### src/hw/rtl/lsoc_pkg.sv
// ----------------------------------------------------------------------------
// lsoc_pkg: shared types and codes of the lidar slope obstacle classifier
// Payload structs, class codes and configuration register indexes.
// ----------------------------------------------------------------------------
`default_nettype none

package lsoc_pkg;

  localparam int unsigned CfgIdxW = 3;
  localparam int unsigned CfgDataW = 16;

  // configuration register indexes
  localparam logic [CfgIdxW-1:0] REG_ROBOT_HEIGHT    = 3'd0;
  localparam logic [CfgIdxW-1:0] REG_MIN_OBJECT_DIST = 3'd1;
  localparam logic [CfgIdxW-1:0] REG_ROBOT_REACH     = 3'd2;
  localparam logic [CfgIdxW-1:0] REG_MAX_CHECK_DIST  = 3'd3;
  localparam logic [CfgIdxW-1:0] REG_SLOPE_LIMIT     = 3'd4;
  localparam logic [CfgIdxW-1:0] REG_DRIVABLE_STEP   = 3'd5;
  localparam logic [CfgIdxW-1:0] REG_MAX_STEP        = 3'd6;
  localparam logic [CfgIdxW-1:0] REG_FOOTPRINT_VALID = 3'd7;

  // point classes
  localparam logic [2:0] CLASS_SKIPPED   = 3'd0;
  localparam logic [2:0] CLASS_GROUND    = 3'd1;
  localparam logic [2:0] CLASS_OBSTACLE  = 3'd2;
  localparam logic [2:0] CLASS_DRIVABLE  = 3'd3;
  localparam logic [2:0] CLASS_UNCERTAIN = 3'd4;
  localparam logic [2:0] CLASS_REFERENCE = 3'd5;

  typedef struct packed {
    logic signed [15:0] height_mm;
    logic [15:0]        range_mm;
    logic               in_footprint;
    logic               sweep_start;
  } in_t;

  typedef struct packed {
    logic [2:0] point_class;
    logic       is_obstacle;
  } out_t;

endpackage

`default_nettype wire

### src/hw/rtl/lidar_slope_obstacle_classifier.sv
// ----------------------------------------------------------------------------
// lidar_slope_obstacle_classifier
// Slope-based ground segmentation of range-sorted lidar points, one per beat.
// ----------------------------------------------------------------------------
// An accepted beat passes the input register, then the result register.
// Throughput: one point per cycle unless out_ready stalls; the input register
// feeds one 16x16 multiply and compare into the result register; the ground
// reference updates at the same edge, so the next point sees it at once.
// Reset: clears both stage valids, sets the ground reference to height 0 at
// range 0 and loads all configuration registers with their default values.
`default_nettype none

module lidar_slope_obstacle_classifier (
  input  wire logic                               clk,
  input  wire logic                               rst_n,
  input  wire logic                               in_valid,
  output logic                                    in_ready,
  input  wire lsoc_pkg::in_t                      in_data,
  output logic                                    out_valid,
  input  wire logic                               out_ready,
  output lsoc_pkg::out_t                          out_data,
  input  wire logic                               cfg_valid,
  output logic                                    cfg_ready,
  input  wire logic [lsoc_pkg::CfgIdxW-1:0]       cfg_index,
  input  wire logic [lsoc_pkg::CfgDataW-1:0]      cfg_data
);

  // configuration
  logic signed [15:0] robot_height_r;
  logic [15:0]        min_object_distance_r;
  logic [15:0]        robot_reach_r;
  logic [15:0]        max_check_distance_r;
  logic [15:0]        slope_limit_r;
  logic [15:0]        drivable_step_r;
  logic [15:0]        max_step_r;
  logic               footprint_valid_r;

  // ground reference
  logic signed [15:0] ground_height_r;
  logic [15:0]        ground_range_r;

  // pipeline
  logic               s1_valid_r;
  lsoc_pkg::in_t      s1_r;
  logic               out_valid_r;
  lsoc_pkg::out_t     out_r;

  logic               s1_adv;
  logic               in_acc;

  logic signed [16:0] dz;
  logic signed [16:0] dd;
  logic [15:0]        adz;
  logic [15:0]        add;
  logic [31:0]        run_prod;
  logic [31:0]        rise_sc;
  logic               skip;
  logic               steep;
  logic [2:0]         cls_nxt;
  lsoc_pkg::out_t     out_nxt;

  assign cfg_ready = 1'b1;

  always_ff @(posedge clk) begin
    if (!rst_n) begin
      robot_height_r        <= 16'sd1000;
      min_object_distance_r <= 16'd0;
      robot_reach_r         <= 16'd1000;
      max_check_distance_r  <= 16'd2000;
      slope_limit_r         <= 16'd768;
      drivable_step_r       <= 16'd100;
      max_step_r            <= 16'd1000;
      footprint_valid_r     <= 1'b0;
    end else if (cfg_valid) begin
      case (cfg_index)
        lsoc_pkg::REG_ROBOT_HEIGHT:    robot_height_r        <= $signed(cfg_data);
        lsoc_pkg::REG_MIN_OBJECT_DIST: min_object_distance_r <= cfg_data;
        lsoc_pkg::REG_ROBOT_REACH:     robot_reach_r         <= cfg_data;
        lsoc_pkg::REG_MAX_CHECK_DIST:  max_check_distance_r  <= cfg_data;
        lsoc_pkg::REG_SLOPE_LIMIT:     slope_limit_r         <= cfg_data;
        lsoc_pkg::REG_DRIVABLE_STEP:   drivable_step_r       <= cfg_data;
        lsoc_pkg::REG_MAX_STEP:        max_step_r            <= cfg_data;
        lsoc_pkg::REG_FOOTPRINT_VALID: footprint_valid_r     <= cfg_data[0];
        default: ;
      endcase
    end
  end

  // advance the input stage when the result register is free or draining
  assign s1_adv   = s1_valid_r && (!out_valid_r || out_ready);
  assign in_ready = !s1_valid_r || s1_adv;
  assign in_acc   = in_valid && in_ready;

  always_ff @(posedge clk) begin
    if (!rst_n) begin
      s1_valid_r <= 1'b0;
    end else if (in_ready) begin
      s1_valid_r <= in_valid;
    end
  end

  always_ff @(posedge clk) begin
    if (in_acc) begin
      s1_r <= in_data;
    end
  end

  // classify against the current reference
  always_comb begin
    dz  = 17'(s1_r.height_mm) - 17'(ground_height_r);
    dd  = $signed({1'b0, s1_r.range_mm}) - $signed({1'b0, ground_range_r});
    adz = dz[16] ? 16'(-dz) : dz[15:0];
    add = dd[16] ? 16'(-dd) : dd[15:0];
    run_prod = slope_limit_r * add;
    rise_sc  = {8'd0, adz, 8'd0};
    steep    = rise_sc > run_prod;

    skip = (s1_r.height_mm >= robot_height_r) ||
           (s1_r.range_mm <= min_object_distance_r) ||
           (footprint_valid_r && (s1_r.range_mm < robot_reach_r) && s1_r.in_footprint) ||
           (dd >= $signed({1'b0, max_check_distance_r}));

    if (s1_r.sweep_start) begin
      cls_nxt = lsoc_pkg::CLASS_REFERENCE;
    end else if (skip) begin
      cls_nxt = lsoc_pkg::CLASS_SKIPPED;
    end else if (steep) begin
      cls_nxt = (adz > drivable_step_r) ? lsoc_pkg::CLASS_OBSTACLE
                                        : lsoc_pkg::CLASS_DRIVABLE;
    end else if (adz > max_step_r) begin
      cls_nxt = lsoc_pkg::CLASS_UNCERTAIN;
    end else begin
      cls_nxt = lsoc_pkg::CLASS_GROUND;
    end

    out_nxt.point_class = cls_nxt;
    out_nxt.is_obstacle = (cls_nxt == lsoc_pkg::CLASS_OBSTACLE);
  end

  // move the reference on a ground or reference point
  always_ff @(posedge clk) begin
    if (!rst_n) begin
      ground_height_r <= 16'sd0;
      ground_range_r  <= 16'd0;
    end else if (s1_adv && ((cls_nxt == lsoc_pkg::CLASS_GROUND) ||
                            (cls_nxt == lsoc_pkg::CLASS_REFERENCE))) begin
      ground_height_r <= s1_r.height_mm;
      ground_range_r  <= s1_r.range_mm;
    end
  end

  always_ff @(posedge clk) begin
    if (!rst_n) begin
      out_valid_r <= 1'b0;
    end else if (!out_valid_r || out_ready) begin
      out_valid_r <= s1_valid_r;
    end
  end

  always_ff @(posedge clk) begin
    if (s1_adv) begin
      out_r <= out_nxt;
    end
  end

  assign out_valid = out_valid_r;
  assign out_data  = out_r;

  a_obst_flag: assert property (@(posedge clk) disable iff (!rst_n)
    out_valid_r |-> (out_r.is_obstacle == (out_r.point_class == lsoc_pkg::CLASS_OBSTACLE)))
    else $error("is_obstacle disagrees with point_class");

  a_class_range: assert property (@(posedge clk) disable iff (!rst_n)
    out_valid_r |-> (out_r.point_class <= lsoc_pkg::CLASS_REFERENCE))
    else $error("point_class out of range");

  a_ref_load: assert property (@(posedge clk) disable iff (!rst_n)
    (s1_adv && s1_r.sweep_start) |=>
      (ground_height_r == $past(s1_r.height_mm)) && (ground_range_r == $past(s1_r.range_mm)))
    else $error("reference point not loaded");

  a_ref_hold: assert property (@(posedge clk) disable iff (!rst_n)
    !$stable(ground_range_r) |-> $past(s1_adv))
    else $error("ground reference moved without an advancing point");

endmodule

`default_nettype wire
### config.mk
export PLATFORM = sky130hd
export DESIGN_NAME = lidar_slope_obstacle_classifier
export DESIGN_NICKNAME = d
export VERILOG_FILES = /design/src/hw/rtl/lsoc_pkg.sv /design/src/hw/rtl/lidar_slope_obstacle_classifier.sv
export SDC_FILE = /design/constraint.sdc
export NUM_CORES = 1
export LEC_CHECK = 0
export BUFFER_PORTS_ARGS = -buffer_cell sky130_fd_sc_hd__buf_4
export CELL_PAD_IN_SITES_DETAIL_PLACEMENT = 0
export CELL_PAD_IN_SITES_GLOBAL_PLACEMENT = 1
export CORE_MARGIN = 2
export CORE_UTILIZATION = 54
export DETAILED_ROUTE_END_ITERATION = 8
export GPL_TIMING_DRIVEN = 0
export HOLD_SLACK_MARGIN = 0.02
export PLACE_DENSITY = 0.87
export SKIP_CTS_REPAIR_TIMING = 1
export SYNTH_ARGS = -nofsm -noshare
export SYNTH_HDL_FRONTEND = slang
export SYNTH_SLANG_ARGS = --single-unit
### constraint.sdc
create_clock -name clk -period 20.9 [get_ports clk]
set_input_delay 2.09 -clock clk [delete_from_list [all_inputs] [get_ports clk]]
set_output_delay 2.09 -clock clk [all_outputs]
set_load 0.01 [all_outputs]
==> reports/qor.txt <==
Antenna cells = 0
Core area = 36800 µm²
Final setup TNS = 0 ns
Htree depth = 4
Cell variety after synth = 80
Clk_lat worst skew = 0.44 ns
Most used cell, CP = fa_1
# fillers = 3375
Final min period = 13.48 ns
Initial antenna violation count = 0
Max-capacitance violation count = 0
Hold WS = 0.454 ns
Number of global-route vias before repair = 17000
Hold Crit Class = flop to flop
Gr usage total = 29.5%
M1 GR Usage = 36.4%
Final Hold Viols = 0
Die area = 39100 µm²
Share of flip-flops with an asynchronous set or reset = 0%
Chip width = 198 µm
HPWL Detailed = 45.1 mm
Largest net degree at the start of global routing = 35
Synth Instances = 2392
Busiest layer in global routing = met2
Commonest cells in the synthesized netlist = nand2_1, inv_1, ha_1, fa_1, dfxtp_1
Pwr dens = 108 nW/µm²
Switching share of power = 50.2%
Ys flop type = dfxtp_1
Setup crit end kind = flop
WP data required = 21.26 ns
Cell taking the most area after synthesis = fa_1
CP peak stage delay = 0.78 ns
Post-synth EDFFs = 38
Synthesis warning total = 0
# nets final = 2971
Layout cell share with drive strength beyond 1 = 5.03%
Type of origin of the critical path = flop
RD Place Congestion = 0.943
CTS clk-pin slew, worst paths = 0.07 ns
Layout area overhead = 8.07%
Final worst setup slack = 7.42 ns
Post-route antenna net violation count = 0
Final period util = 64.5%
Num Clock Sinks = 185
Count of buffers from port buffering = 59
Root Driver = clkbuf_16
Total wire length = 55.7 mm
Met3 usage = 3.08%
Die height = 198 µm
Sw power = 1190 µW
FP Rows = 70
Flop pwr share = 16.5%
Post-Syn Area = 20300 µm²
Sequential share of the synthesized area = 20.1%
Via count = 16500
Final count of pins violating max slew = 0
Initial DRC Count = 954
Share of total power in the clock network = 14.2%
Dominant cells by area after synthesis = fa_1, ha_1, dfxtp_1, nand2_1, inv_1
Initial Util = 55.1%
WP data arrival = 13.84 ns
R2r setup slk = 7.42 ns
Met2 global-route usage = 51.2%
Internal = 1180 µW
I/O Pins = 65
Critical path class = flop to flop
Final setup vio count = 0
Grt total ovfl = 0
Combinational fraction of design power = 69.4%
Slew @ Worst Pin = 1.10 ns
First-pass GRT wire length = 88.9 mm
Most frequent cell after synthesis = nand2_1
Slowest CP cell = xnor2_1
Flops & latches, synth = 185
Syn_area_per_cell = 8.48 µm²
Peak VDD IR = 0.000105 V
Inst Count DP = 2919
Worst-case clock skew = 0.00928 ns
RSZ-0062 raised after global routing = false
Post-route DRC = 0
Status = finished clean
Leakage power = 0.00984 µW
Max-slew headroom = 25.9%
CTS max path bufs = 2
Final Non-Filler Cells = 2951
Power Total = 2370 µW
Pre-CTS WS = 7.69 ns
CTS tree = done
Syn Nets = 2893
Via density = 5.58
Critical-path maximum fanout = 10
Top cell type's share of synthesized area = 19.4%
TritonRoute pass-1 iters = 8
CTS Buf Count = 17
Drt wl/cell = 18.9 µm
Achievable frequency = 0.0742 GHz
layout by cell type (no fill, tap or decap), drive strengths merged, types with 7 or more instances in the layout:
cell type  count
a211oi         9
clkbuf        90
nand2        472
a2111oi        9
a31oi         13
a21oi         73
nand3         30
nand4         24
inv          381
a21o          37
nor2          65
a21boi        85
o21ai         57
buf           72
nor4           7
nand2b        28
dfxtp        147
fa           196
xor2          19
nor2b         32
edfxtp        38
o21a          16
xnor2         57
nor3          19
o31ai          9
mux2i         36
o211ai        41
ha           247
and2          96
layer usage:
metal / vias up / wire [µm] / share of wire (%)
met2: 438 / 27000 / 48
met3: 144 / 2480 / 4.5
met1: 7938 / 23200 / 42
met5: - / 0 / 0
li1: 7933 / - / -
met4: 0 / 2980 / 5.4
logic make-up (layout without fill, tap and decap cells):
logic type | Yosys count | in the layout | share of synthesized area (%)
multiplexers | 38 | 38 | 1.89
buffers and inverters | 459 | 550 | 8.69
flip-flops | 185 | 185 | 20.1
other | 1 | 1 | 0.0185
AND/OR/NAND/NOR | 803 | 803 | 18.1
AO/OA/AOI/OAI | 386 | 386 | 13.2
adder cells (fa/ha/maj) | 444 | 444 | 34.6
XOR/XNOR | 76 | 76 | 3.28
critical path, delay by kind of cell (launching register included):
kind	cells	cell delay [ns]
adders and majority gates	10	4.51
DFF	1	0.45
AOI/OAI and AO/OA	14	4.30
buffers and inverters	10	1.84
xor gates and xnor gates	2	0.95
and+or+nand+nor	6	1.17
muxes	1	0.18
path summary, 6_finish.rpt:
check / start / endpoint / depth (start not counted)
worst max register to register: s1_r[2] / ground_height_r[13] / 43
worst min register to register: ground_height_r[10] / ground_height_r[10] / 2
worst min-delay path: ground_height_r[10] / ground_height_r[10] / 2
worst max-delay path: s1_r[2] / ground_height_r[13] / 43
power by group through the flow:
| stage | combinational (µW) | sequential (µW) | clock, µW |
|---|---|---|---|
| 6_report | 1650 | 390 | 336 |
| 5_1_grt | 1850 | 392 | 353 |
| 3_5_place_dp | 1620 | 398 | 0 |
| 2_1_floorplan | 1150 | 393 | 0 |
| 3_3_place_gp | 1590 | 398 | 0 |
| 4_1_cts | 1640 | 390 | 339 |
flip-flops by register name, summed over array words and instances, names as in the netlist:
register	flops
s1_r	34
drivable_step_r	16
ground_height_r	16
ground_range_r	16
max_check_distance_r	16
max_step_r	16
min_object_distance_r	16
robot_height_r	16
robot_reach_r	16
slope_limit_r	16
out_data	4
footprint_valid_r	1
out_valid	1
s1_valid_r	1
final cells by class:
type	instances	area, µm²	share of cell area [%]
Multi-Input combinational cell	1748	14400	65.9
Clock inverter	15	180	0.822
Sequential cell	185	4080	18.6
Timing Repair Buffer	59	443	2.02
Buffer	86	362	1.65
Tap cell	468	586	2.67
Inverter	373	1400	6.39
Clock buffer	17	425	1.94
stage by stage:
| step | area, µm² | util (%) |
|---|---|---|
| 6_report | 21900 | 59.6 |
| 5_1_grt | 21900 | 59.6 |
| 4_1_cts | 21900 | 59.6 |
| 3_5_place_dp | 21300 | 57.9 |
| 3_3_place_gp | 21300 | 57.9 |
| 2_1_floorplan | 20300 | - |
No activity file was read; power rests on OpenSTA's default activity.
